[src/rtl/bleadv_pkg.sv]
package bleadv_pkg;

  typedef enum logic [1:0] {
    PhLen  = 2'd0,
    PhType = 2'd1,
    PhData = 2'd2,
    PhStop = 2'd3
  } phase_e;

  typedef enum logic [1:0] {
    CfgTargetUuid     = 2'd0,
    CfgListTypeA      = 2'd1,
    CfgListTypeB      = 2'd2,
    CfgAppearanceType = 2'd3
  } cfg_idx_e;

  localparam int unsigned CfgIdxW  = 2;
  localparam int unsigned CfgDataW = 16;

  localparam logic [7:0]  AppearMinLen = 8'd3;
  localparam logic [7:0]  AppearIdx    = 8'd1;

  localparam logic [15:0] RstTargetUuid     = 16'h1812;
  localparam logic [7:0]  RstListTypeA      = 8'd3;
  localparam logic [7:0]  RstListTypeB      = 8'd2;
  localparam logic [7:0]  RstAppearanceType = 8'd25;

  typedef struct packed {
    logic [15:0] svc_uuid;
    logic [7:0]  list_type_a;
    logic [7:0]  list_type_b;
    logic [7:0]  appearance_type;
  } cfg_t;

  typedef struct packed {
    logic [15:0] appearance;
    logic        uuid_found;
  } result_t;

endpackage

[src/rtl/ble_adv_structure_parser.sv]
// advertising data parser: walks the length-type-data structures of one
// packet and reports the first appearance value and a service uuid hit
//
// input channel: in_valid_i / in_stall_o with data_byte_i and last_byte_i,
// one packet byte per request, last_byte_i set on the final byte
// output channel: out_valid_o / out_stall_i with appearance_o and
// uuid_found_o, one request per packet, issued for its last byte
// configuration: cfg_we_i writes cfg_data_i into register cfg_idx_i
// (0 target uuid, 1 and 2 list types, 3 appearance type); write only
// while no packet is in flight
//
// throughput: one byte per cycle, set by the single registered parse step
// latency: result is valid one cycle after the last byte is taken
// (input register, then the parse step into the result register)
// reset clears all parse state and the registers to their defaults
// a stalled result holds; the input keeps flowing until the next last
// byte reaches the parse step while the result is still held
module ble_adv_structure_parser
  import bleadv_pkg::*;
(
  input  logic                clk_i,
  input  logic                rst_ni,
  input  logic                in_valid_i,
  output logic                in_stall_o,
  input  logic [7:0]          data_byte_i,
  input  logic                last_byte_i,
  output logic                out_valid_o,
  input  logic                out_stall_i,
  output logic [15:0]         appearance_o,
  output logic                uuid_found_o,
  input  logic                cfg_we_i,
  input  logic [CfgIdxW-1:0]  cfg_idx_i,
  input  logic [CfgDataW-1:0] cfg_data_i
);

  cfg_t       cfg_q;
  logic       in_valid_q;
  logic [7:0] byte_q;
  logic       last_q;
  logic       adv;
  logic       in_take;
  logic       out_load;
  logic       out_valid_q;
  result_t    res_q;
  result_t    res;

  always_ff @(posedge clk_i or negedge rst_ni) begin
    if (!rst_ni) begin
      cfg_q.svc_uuid        <= RstTargetUuid;
      cfg_q.list_type_a     <= RstListTypeA;
      cfg_q.list_type_b     <= RstListTypeB;
      cfg_q.appearance_type <= RstAppearanceType;
    end else if (cfg_we_i) begin
      unique case (cfg_idx_e'(cfg_idx_i))
        CfgTargetUuid:     cfg_q.svc_uuid        <= cfg_data_i;
        CfgListTypeA:      cfg_q.list_type_a     <= cfg_data_i[7:0];
        CfgListTypeB:      cfg_q.list_type_b     <= cfg_data_i[7:0];
        CfgAppearanceType: cfg_q.appearance_type <= cfg_data_i[7:0];
        default: ;
      endcase
    end
  end

  // a last byte may only step when the result register is free or draining
  assign adv        = in_valid_q && !(last_q && out_valid_q && out_stall_i);
  assign in_stall_o = in_valid_q && !adv;
  assign in_take    = in_valid_i && !in_stall_o;
  assign out_load   = adv && last_q;

  always_ff @(posedge clk_i or negedge rst_ni) begin
    if (!rst_ni) begin
      in_valid_q <= 1'b0;
    end else if (in_take) begin
      in_valid_q <= 1'b1;
    end else if (adv) begin
      in_valid_q <= 1'b0;
    end
  end

  always_ff @(posedge clk_i) begin
    if (in_take) begin
      byte_q <= data_byte_i;
      last_q <= last_byte_i;
    end
  end

  bleadv_parse_core u_core (
    .clk_i  (clk_i),
    .rst_ni (rst_ni),
    .step_i (adv),
    .byte_i (byte_q),
    .last_i (last_q),
    .cfg_i  (cfg_q),
    .res_o  (res)
  );

  always_ff @(posedge clk_i or negedge rst_ni) begin
    if (!rst_ni) begin
      out_valid_q <= 1'b0;
    end else if (out_load) begin
      out_valid_q <= 1'b1;
    end else if (!out_stall_i) begin
      out_valid_q <= 1'b0;
    end
  end

  always_ff @(posedge clk_i) begin
    if (out_load) begin
      res_q <= res;
    end
  end

  assign out_valid_o  = out_valid_q;
  assign appearance_o = res_q.appearance;
  assign uuid_found_o = res_q.uuid_found;

  a_stall_cause: assert property (@(posedge clk_i) disable iff (!rst_ni)
    in_stall_o |-> in_valid_q && last_q && out_valid_q && out_stall_i)
    else $error("input stalled without a held result");

  a_held_result: assert property (@(posedge clk_i) disable iff (!rst_ni)
    out_valid_q && out_stall_i |=> out_valid_q && $stable(res_q))
    else $error("held result overwritten");

  a_load_from_last: assert property (@(posedge clk_i) disable iff (!rst_ni)
    out_load |-> in_valid_q && last_q)
    else $error("result loaded without a last byte");

endmodule

[src/rtl/bleadv_parse_core.sv]
module bleadv_parse_core
  import bleadv_pkg::*;
(
  input  logic       clk_i,
  input  logic       rst_ni,
  input  logic       step_i,
  input  logic [7:0] byte_i,
  input  logic       last_i,
  input  cfg_t       cfg_i,
  output result_t    res_o
);

  phase_e      phase_q, phase_d;
  logic [7:0]  bytes_left_q, bytes_left_d;
  logic [7:0]  struct_len_q, struct_len_d;
  logic [7:0]  struct_type_q, struct_type_d;
  logic [7:0]  low_half_q, low_half_d;
  logic        pair_phase_q, pair_phase_d;
  logic [15:0] app_pending_q, app_pending_d;
  logic [15:0] app_result_q, app_result_d;
  logic        app_seen_q, app_seen_d;
  logic        uuid_pending_q, uuid_pending_d;
  logic        uuid_result_q, uuid_result_d;

  logic [7:0]  len_m1;
  logic [7:0]  idx;
  logic [7:0]  left_dec;
  logic [15:0] pair_val;
  logic        commit;
  logic [7:0]  cm_type;
  logic        cm_uuid;
  logic [15:0] cm_app;

  assign len_m1   = struct_len_q - 8'd1;
  assign idx      = len_m1 - bytes_left_q;
  assign left_dec = bytes_left_q - 8'd1;
  assign pair_val = {byte_i, low_half_q};

  // structure completes on its type byte (length one) or its last data byte
  always_comb begin
    commit = 1'b0;
    unique case (phase_q)
      PhType:  commit = len_m1 == 8'd0;
      PhData:  commit = left_dec == 8'd0;
      default: commit = 1'b0;
    endcase
  end

  // next phase
  always_comb begin
    phase_d = phase_q;
    unique case (phase_q)
      PhLen:   phase_d = (byte_i == 8'd0) ? PhStop : PhType;
      PhType:  phase_d = (len_m1 == 8'd0) ? PhLen : PhData;
      PhData:  phase_d = commit ? PhLen : PhData;
      PhStop:  phase_d = PhStop;
      default: phase_d = PhLen;
    endcase
    if (last_i) begin
      phase_d = PhLen;
    end
  end

  // datapath updates
  always_comb begin
    bytes_left_d   = bytes_left_q;
    struct_len_d   = struct_len_q;
    struct_type_d  = struct_type_q;
    low_half_d     = low_half_q;
    pair_phase_d   = pair_phase_q;
    app_pending_d  = app_pending_q;
    app_result_d   = app_result_q;
    app_seen_d     = app_seen_q;
    uuid_pending_d = uuid_pending_q;
    uuid_result_d  = uuid_result_q;
    cm_type        = struct_type_q;
    cm_uuid        = uuid_pending_q;
    cm_app         = app_pending_q;

    unique case (phase_q)
      PhLen: begin
        if (byte_i != 8'd0) begin
          struct_len_d = byte_i;
        end
      end
      PhType: begin
        struct_type_d  = byte_i;
        bytes_left_d   = len_m1;
        pair_phase_d   = 1'b0;
        low_half_d     = 8'd0;
        app_pending_d  = 16'd0;
        uuid_pending_d = 1'b0;
        cm_type        = byte_i;
        cm_uuid        = 1'b0;
        cm_app         = 16'd0;
      end
      PhData: begin
        bytes_left_d = left_dec;
        if (!pair_phase_q) begin
          low_half_d   = byte_i;
          pair_phase_d = 1'b1;
        end else begin
          pair_phase_d = 1'b0;
          if (idx == AppearIdx) begin
            app_pending_d = pair_val;
            cm_app        = pair_val;
          end
          if (pair_val == cfg_i.svc_uuid) begin
            uuid_pending_d = 1'b1;
            cm_uuid        = 1'b1;
          end
        end
      end
      default: ;
    endcase

    if (commit) begin
      if (cm_type == cfg_i.appearance_type && struct_len_q >= AppearMinLen &&
          !app_seen_q) begin
        app_result_d = cm_app;
        app_seen_d   = 1'b1;
      end
      if (cm_uuid && (cm_type == cfg_i.list_type_a || cm_type == cfg_i.list_type_b)) begin
        uuid_result_d = 1'b1;
      end
    end
  end

  // result as seen after this byte, valid only when last_i is set
  assign res_o.appearance = app_seen_d ? app_result_d : 16'd0;
  assign res_o.uuid_found = uuid_result_d;

  always_ff @(posedge clk_i or negedge rst_ni) begin
    if (!rst_ni) begin
      phase_q        <= PhLen;
      bytes_left_q   <= 8'd0;
      struct_len_q   <= 8'd0;
      struct_type_q  <= 8'd0;
      low_half_q     <= 8'd0;
      pair_phase_q   <= 1'b0;
      app_pending_q  <= 16'd0;
      app_result_q   <= 16'd0;
      app_seen_q     <= 1'b0;
      uuid_pending_q <= 1'b0;
      uuid_result_q  <= 1'b0;
    end else if (step_i) begin
      phase_q <= phase_d;
      if (last_i) begin
        bytes_left_q   <= 8'd0;
        struct_len_q   <= 8'd0;
        struct_type_q  <= 8'd0;
        low_half_q     <= 8'd0;
        pair_phase_q   <= 1'b0;
        app_pending_q  <= 16'd0;
        app_result_q   <= 16'd0;
        app_seen_q     <= 1'b0;
        uuid_pending_q <= 1'b0;
        uuid_result_q  <= 1'b0;
      end else begin
        bytes_left_q   <= bytes_left_d;
        struct_len_q   <= struct_len_d;
        struct_type_q  <= struct_type_d;
        low_half_q     <= low_half_d;
        pair_phase_q   <= pair_phase_d;
        app_pending_q  <= app_pending_d;
        app_result_q   <= app_result_d;
        app_seen_q     <= app_seen_d;
        uuid_pending_q <= uuid_pending_d;
        uuid_result_q  <= uuid_result_d;
      end
    end
  end

  a_last_clears: assert property (@(posedge clk_i) disable iff (!rst_ni)
    step_i && last_i |=> phase_q == PhLen && !uuid_result_q && !app_seen_q)
    else $error("packet state not cleared after last byte");

  a_app_needs_seen: assert property (@(posedge clk_i) disable iff (!rst_ni)
    !app_seen_q |-> app_result_q == 16'd0)
    else $error("appearance held without a complete structure");

  a_data_has_bytes: assert property (@(posedge clk_i) disable iff (!rst_ni)
    phase_q == PhData |-> bytes_left_q != 8'd0)
    else $error("data phase with no bytes owed");

endmodule
[config.mk]
export PLATFORM = sky130hd
export DESIGN_NAME = ble_adv_structure_parser
export DESIGN_NICKNAME = d
export VERILOG_FILES = /design/src/rtl/bleadv_pkg.sv /design/src/rtl/ble_adv_structure_parser.sv /design/src/rtl/bleadv_parse_core.sv
export SDC_FILE = /design/constraint.sdc
export NUM_CORES = 1
export LEC_CHECK = 0
export ABC_AREA = 1
export BUFFER_PORTS_ARGS = -buffer_cell sky130_fd_sc_hd__buf_2
export CAP_MARGIN = 30
export CORE_MARGIN = 2
export CORE_UTILIZATION = 45
export DETAILED_ROUTE_END_ITERATION = 6
export PLACE_DENSITY = 0.72
export SETUP_SLACK_MARGIN = 0.02
export SKIP_CTS_REPAIR_TIMING = 1
export SLEW_MARGIN = 15
export SYNTH_ARGS = -nofsm -noshare
export SYNTH_HDL_FRONTEND = slang
export SYNTH_HIERARCHICAL = 1
export SYNTH_SLANG_ARGS = --single-unit
[constraint.sdc]
create_clock -name clk_i -period 4.03 [get_ports clk_i]
set_clock_uncertainty 0.2 [all_clocks]
set_input_delay 0.6045 -clock clk_i [delete_from_list [all_inputs] [get_ports clk_i]]
set_output_delay 0.6045 -clock clk_i [all_outputs]
set_load 0.05 [all_outputs]
==> key figures, run 1 <==
Outcome
  – Status: finished, final reports clean

Worst setup path
  – Crit Reg-Reg Endpoint: appearance_o[6]
  – R2r setup slk: 550 ps
  – CP peak stage delay: 430 ps
  – Crit-path cells: inv_1 > ha_1 > inv_1 > nand2_1 > nand2_1 > ha_1 > a21oi_1 > nand2_1 > nand2_1 > nand3_1 > nor2_1 > nand2_1 > nor2_2 > buf_4 > nand2_2 > nand2_1 > nand3_1 > nand3_1 > nand2_1 > nor2_1
  – R2R Path Start: u_core/struct_len_q[0]
  – CP Max Fanout: 17
  – Crit-path most repeated cell: nand2_1
  – Worst EP arrival: around 3600 ps
  – Setup Crit Path Kind: flop to flop
  – Worst r2r path cells: 20
  – Crit. End Element: flop
  – CP required: 4120 ps
  – Critical path launch point type: flop
  – Critical-path top delay cell: dfrtp_1

Final layout
  – Final net count: 1082
  – Synthesis-to-finish area growth: 12.5%
  – Area of the multi-input gates: 0.00344 mm²
  – Design Area, Final: 0.00872 mm²
  – Number of diodes: 0
  – Most frequent cells in the layout: nand2_1, inv_1, nand3_1, dfrtp_1, nor2_1
  – Layout cells sized above 1: 0.136
  – Commonest non-fill, non-tap cell in the layout: nand2_1
  – Core Util, Final: 0.522
  – Layout fillers: about 1.6k
  – Sequential Area: 0.00360 mm²

Synth
  – Top FF cell, synth: dfrtp_1
  – Async set-or-reset flop fraction in the synthesized netlist: 0.812
  – Yosys Warn Count: 6
  – Mapped Area: slightly below 0.008 mm²
  – Number of synthesized register bits: about 140
  – Mapped Cells: 988
  – Register area share after synthesis: 0.464
  – Syn_nets: 1037
  – Yosys cell types: 40
  – Mean cell area of the mapped netlist: 7.84 µm²
  – Post-synth EDFFs: 26

Timing
  – Slew headroom: 0.438
  – Final Hold Viols: 0
  – Setup TNS: 0 ps
  – Fmax: 0.287 GHz
  – Final setup fails: 0
  – Slew Viols, Final: 0
  – Worst slew pin tran: roughly 840 ps
  – Final min period: 3480 ps
  – Final period utilization: 0.865
  – Unrepaired setup endpoints after global routing: false

Clocking
  – Clk root buf: clkbuf_16
  – CTS HTree Levels: 4
  – Reg clk slew, reported paths: 70 ps
  – Worst skew pair latency: 430 ps
  – Cts bufs inserted: 17
  – Clock sink total: 138
  – CTS tree: built
  – CTS Buffer Depth: 2

Global routing
  – Largest net degree at the start of global routing: 52
  – Initial antenna violation count: 0
  – Gr usage total: 0.215
  – First-pass GRT wire length: 30.7 mm
  – Grt ovf: 0
  – Number of global-route vias before repair: between 6k and 7k

Drt
  – Detailed Route WL: 18.5 mm
  – Vias: approximately 6.6k
  – DRC Markers: 0
  – Drt initial violations: 587
  – Initial DRT Pass Iterations: 5
  – Post-route ant nets: 0
  – Routed length per placed instance: ~15 µm
  – Avg Vias per Cell: between 5 and 6

Floorplan
  – Width of the die: 135 µm
  – Starting Density: 0.464
  – Die H: 135 µm
  – Core area: between 0.015 and 0.02 mm²
  – Top Ports: 51
  – Die area: 0.0183 mm²
  – Rows: 47

Power and ir drop
  – Psw: roughly 0.0018 W
  – Clock Power Share: 0.316
  – P_leak: ~4.3 nW
  – VDD IR-drop max: 0.375 mV
  – Power per cell area: 560 mW/mm²
  – Comb pwr share: 0.334
  – Tot Pwr: between 0.004 and 0.005 W
  – Switch share: 0.376
  – Internal Power: a little over 0.003 W
  – Reg power frac: 0.351

Placed design
  – Detailed Place HPWL: 13.1 mm
  – Final GP Congestion: 0.889
  – Placed inst area: 0.00814 mm²
  – Quantity of I/O buffers inserted on ports: 50

Worst hold path
  – Min-Delay Path Class: input port to asynchronous set/reset pin

Flow run
  – Maxcap violations: 0
flip-flops by register name, indices dropped and copies added, names as in the netlist, 2 cells and up:
register	count
u_core/struct_type_q	8
byte_q	8
u_core/app_pending_q	16
u_core/phase_q	2
appearance_o	16
u_core/bytes_left_q	8
u_core/struct_len_q	8
u_core/low_half_q	8
u_core/app_result_q	16
cfg_q	40
cell usage after synthesis (16+ instances only):
master,count,area [µm²]
o22ai_1,19,119
nor2_1,52,195
clkbuf_1,16,60.1
xnor2_1,16,140
nand4_1,37,231
dfrtp_1,102,2550
o21ai_0,48,240
nand2_1,306,1150
edfxtp_1,26,781
inv_1,123,462
nand3_1,120,601
ha_1,16,200
routing by layer:
metal | GRT usage | share of wire
met5 | 0 | 0
met2 | 0.347 | 0.47
met1 | 0.293 | 0.46
met3 | 0.0486 | 0.057
met4 | 0.0590 | 0.010
worst max-delay path: cells and delay by family (launching register included):
family / cells / cell delay [ps]
and+or+nand+nor: 14 / 1460
adders and majority gates: 2 / 620
DFF: 1 / 430
buffers and inverters: 3 / 400
AOI/OAI and AO/OA: 1 / 200
metrics by stage:
stage          std cells  setup slack (ps)  hold slack, ps
3_3_place_gp        1233               691             258
4_1_cts             1265               571            39.0
2_1_floorplan        988              1030             109
6_report            1266               546            10.7
5_1_grt             1266               205            63.3
3_5_place_dp        1233               610             264
how the worst max path moves through the flow:
stage | startpoint | endpoint | cells after the start
5_1_grt | u_core/struct_len_q[0] | appearance_o[6] | 20
3_3_place_gp | u_core/struct_len_q[0] | appearance_o[6] | 20
4_1_cts | u_core/struct_len_q[0] | appearance_o[6] | 20
3_5_place_dp | u_core/struct_len_q[0] | appearance_o[6] | 20
6_report | u_core/struct_len_q[0] | appearance_o[6] | 20
2_1_floorplan | u_core/struct_len_q[0] | appearance_o[14] | 19
logic make-up (layout without fill, tap and decap cells):
| family | after synthesis | in the layout | share of synthesized area |
|---|---|---|---|
| xor gates and xnor gates | 26 | 26 | 0.0294 |
| buffers and inverters | 164 | 222 | 0.0917 |
| and+or+nand+nor | 551 | 551 | 0.318 |
| DFF | 138 | 138 | 0.464 |
| adders and majority gates | 17 | 17 | 0.0284 |
| AOI/OAI and AO/OA | 92 | 92 | 0.0688 |
power groups by stage:
stage / clock network, W / logic [W] / registers [W]
after floorplan: 0 / 0.00125 / 0.00173
after global placement: 0 / 0.00158 / 0.00173
after detailed placement: 0 / 0.00161 / 0.00174
after CTS: 0.00157 / 0.00162 / 0.00171
after global routing: 0.00164 / 0.00185 / 0.00173
final: 0.00154 / 0.00163 / 0.00171
cell type report:
type | count | share of cell area
well taps | 220 | 0.0316
flip-flops and latches | 138 | 0.413
inverters | 128 | 0.0557
multi-input cells | 686 | 0.395
clock inverters | 14 | 0.0166
repair buffers | 62 | 0.0393
clock buffers | 18 | 0.0492
Note: power is estimated with default switching activity, not from simulation.
==> inputs of run 2 (changes only) <==
--- a/config.mk
+++ b/config.mk
@@ -9,9 +9,9 @@
 export BUFFER_PORTS_ARGS = -buffer_cell sky130_fd_sc_hd__buf_2
 export CAP_MARGIN = 30
 export CORE_MARGIN = 2
-export CORE_UTILIZATION = 45
+export CORE_UTILIZATION = 61
 export DETAILED_ROUTE_END_ITERATION = 6
-export PLACE_DENSITY = 0.72
+export PLACE_DENSITY = 0.9
 export SETUP_SLACK_MARGIN = 0.02
 export SKIP_CTS_REPAIR_TIMING = 1
 export SLEW_MARGIN = 15
==> key figures, run 2 (synthesized netlist as in run 1, its figures left out) <==
Floorplan
  – Starting Density: 0.619 (+0.155)
  – Width of the die: 117 µm (-14%)
  – Top Ports: 51 (unchanged)
  – Core area: 0.0125 mm² (-25%)
  – Die area: 0.0136 mm² (-26%)
  – Die H: 117 µm (-14%)
  – Rows: 41 (-13%)

Final layout
  – Layout fillers: 988 (-37%)
  – Final net count: 1078 (-0.37%)
  – Commonest non-fill, non-tap cell in the layout: nand2_1
  – Layout cells sized above 1: 0.129 (-0.00703)
  – Biggest register: cfg_q
  – Number of flip-flops in the largest register: 40 (unchanged)
  – Sequential Area: 0.00360 mm² (unchanged)
  – Most frequent cells in the layout: nand2_1, inv_1, nand3_1, dfrtp_1, nor2_1
  – Fin cells: 1213 (-4.2%)
  – Synthesis-to-finish area growth: 11.8%
  – Area of the multi-input gates: 0.00345 mm² (+0.29%)
  – Number of diodes: 0 (unchanged)

Drt
  – Avg Vias per Cell: 5.59 (+7.4%)
  – Detailed Route WL: 18.5 mm (-0.51%)
  – DRC Markers: 0 (unchanged)
  – Drt initial violations: 832 (+42%)
  – Initial DRT Pass Iterations: 5 (unchanged)
  – Post-route ant nets: 0 (unchanged)
  – Routed length per placed instance: 15.2 µm (+3.8%)
  – Vias: 6783 (+2.9%)

Clocking
  – Cts bufs inserted: 17 (unchanged)
  – Worst skew pair latency: 420 ps (about the same)
  – CTS HTree Levels: 4 (unchanged)
  – Reg clk slew, reported paths: 50 ps (-20 ps)
  – Clock sink total: 138 (unchanged)
  – Clk root buf: clkbuf_16
  – CTS Buffer Depth: 2 (unchanged)
  – CTS tree: built

Placed design
  – Quantity of I/O buffers inserted on ports: 50 (unchanged)
  – Final GP Congestion: 0.921 (+3.6%)
  – Placed cells: 1182 (-4.1%)
  – Detailed Place HPWL: 12.6 mm (-3.4%)

Worst setup path
  – Setup Crit Path Kind: flop to flop
  – CP delay by family, top: simple AND/OR/NAND/NOR gates
  – Worst EP arrival: 3570 ps (about the same)
  – Critical-path top delay cell: dfrtp_1
  – CP required: 3990 ps (-130 ps)
  – Crit. End Element: flop
  – Critical path launch point type: flop
  – CP Max Fanout: 17 (unchanged)
  – Crit-path cells: inv_1 > ha_1 > inv_1 > nand2_1 > nand2_1 > ha_1 > a21oi_1 > nand2_1 > nand2_1 > nand3_1 > nand3_1 > nand2_1 > nand2_4 > nand2_1 > nand3_1 > nand3_1 > nand2_1 > nor2_1
  – Worst path buffer plus inverter count: 2 (-1)
  – CP peak stage delay: 420 ps (about the same)
  – Crit-path most repeated cell: nand2_1

Global routing
  – Largest net degree at the start of global routing: 57 (+9.6%)
  – Number of global-route vias before repair: 6200 (+0.50%)
  – Grt ovf: 0 (unchanged)
  – Initial antenna violation count: 0 (unchanged)
  – Gr usage total: 0.289 (+0.0740)
  – First-pass GRT wire length: 30.3 mm (-1.3%)

Outcome
  – Status: finished, final reports clean

Flow run
  – Maxcap violations: 0 (unchanged)

Timing
  – Final Hold Viols: 0 (unchanged)
  – Worst slew pin tran: 940 ps (+96.5 ps)
  – Final min period: 3610 ps (+125 ps)
  – Final setup fails: 0 (unchanged)
  – Final period utilization: 0.896 (+0.0310)
  – Unrepaired setup endpoints after global routing: false
  – Slew headroom: 0.371 (-0.0666)
  – Fmax: 0.277 GHz (-3.5%)
  – Hold Worst Slack: 41.6 ps (+30.9 ps)
  – Slew Viols, Final: 0 (unchanged)
  – Setup TNS: 0 ps (unchanged)

Power and ir drop
  – Internal Power: 0.00316 W (+3.8%)
  – Reg power frac: 0.344 (-0.007)
  – VDD IR-drop max: 0.390 mV (+4.2%)
  – Switch share: 0.364 (-0.0122)
  – Clock Power Share: 0.322 (+0.006)
  – Comb pwr share: 0.334 (about the same)
  – Power per cell area: 574 mW/mm² (+2.4%)
  – P_leak: 4.32 nW (+0.23%)
  – Psw: 0.00181 W (-1.5%)

Worst hold path
  – Min-Delay Path Class: input port to asynchronous set/reset pin
## run 2: power by group through the flow
stage | sequential (W) | combinational (W) | clock (W)
2_1_floorplan | 0.00173 | 0.00125 | 0
5_1_grt | 0.00173 | 0.00187 | 0.00169
6_report | 0.00171 | 0.00166 | 0.00160
3_3_place_gp | 0.00173 | 0.00153 | 0
3_5_place_dp | 0.00173 | 0.00158 | 0
4_1_cts | 0.00171 | 0.00162 | 0.00162
## run 2: final timing paths
check | start | endpoint | slack (ps) | cells after the start
max in group asynchronous | rst_ni | cfg_q[35] | 2650 | 2
min | rst_ni | cfg_q[5] | 40 | 1
min reg2reg | cfg_q[17] | cfg_q[17] | 270 | 2
max | u_core/struct_len_q[0] | appearance_o[13] | 420 | 18
max reg2reg | u_core/struct_len_q[0] | appearance_o[13] | 420 | 18
min in group clk_i | data_byte_i[2] | byte_q[2] | 150 | 1
## run 2: layout make-up
class	instances	share of cell area
Timing Repair Buffer	58	0.0361
Inverter	128	0.0560
Tap cell	172	0.0248
Clock buffer	22	0.0524
Sequential cell	138	0.415
Multi-Input combinational cell	686	0.399
Clock inverter	9	0.0170
## run 2: per-layer routing
metal  part of all wire  up-vias  routed length (µm)  global-route usage
met1               0.41     3157                7590               0.388
met2               0.49      301                9050               0.462
met4              0.022        0                 408               0.111
li1                   -     3285                   -                   -
met3              0.076       40                1400              0.0633
met5                  0        -                   0                   0
## run 2: through the flow
stage / total power [W] / utilization / area, µm² / setup slack [ps]
finish: 0.00497 / 0.692 / 8660 / 421
global route: 0.00529 / 0.692 / 8660 / 82.2
CTS: 0.00494 / 0.691 / 8650 / 253
detailed placement: 0.00332 / 0.643 / 8050 / 390
global placement: 0.00326 / 0.643 / 8050 / 529
floorplan: 0.00298 / - / 7750 / 1030
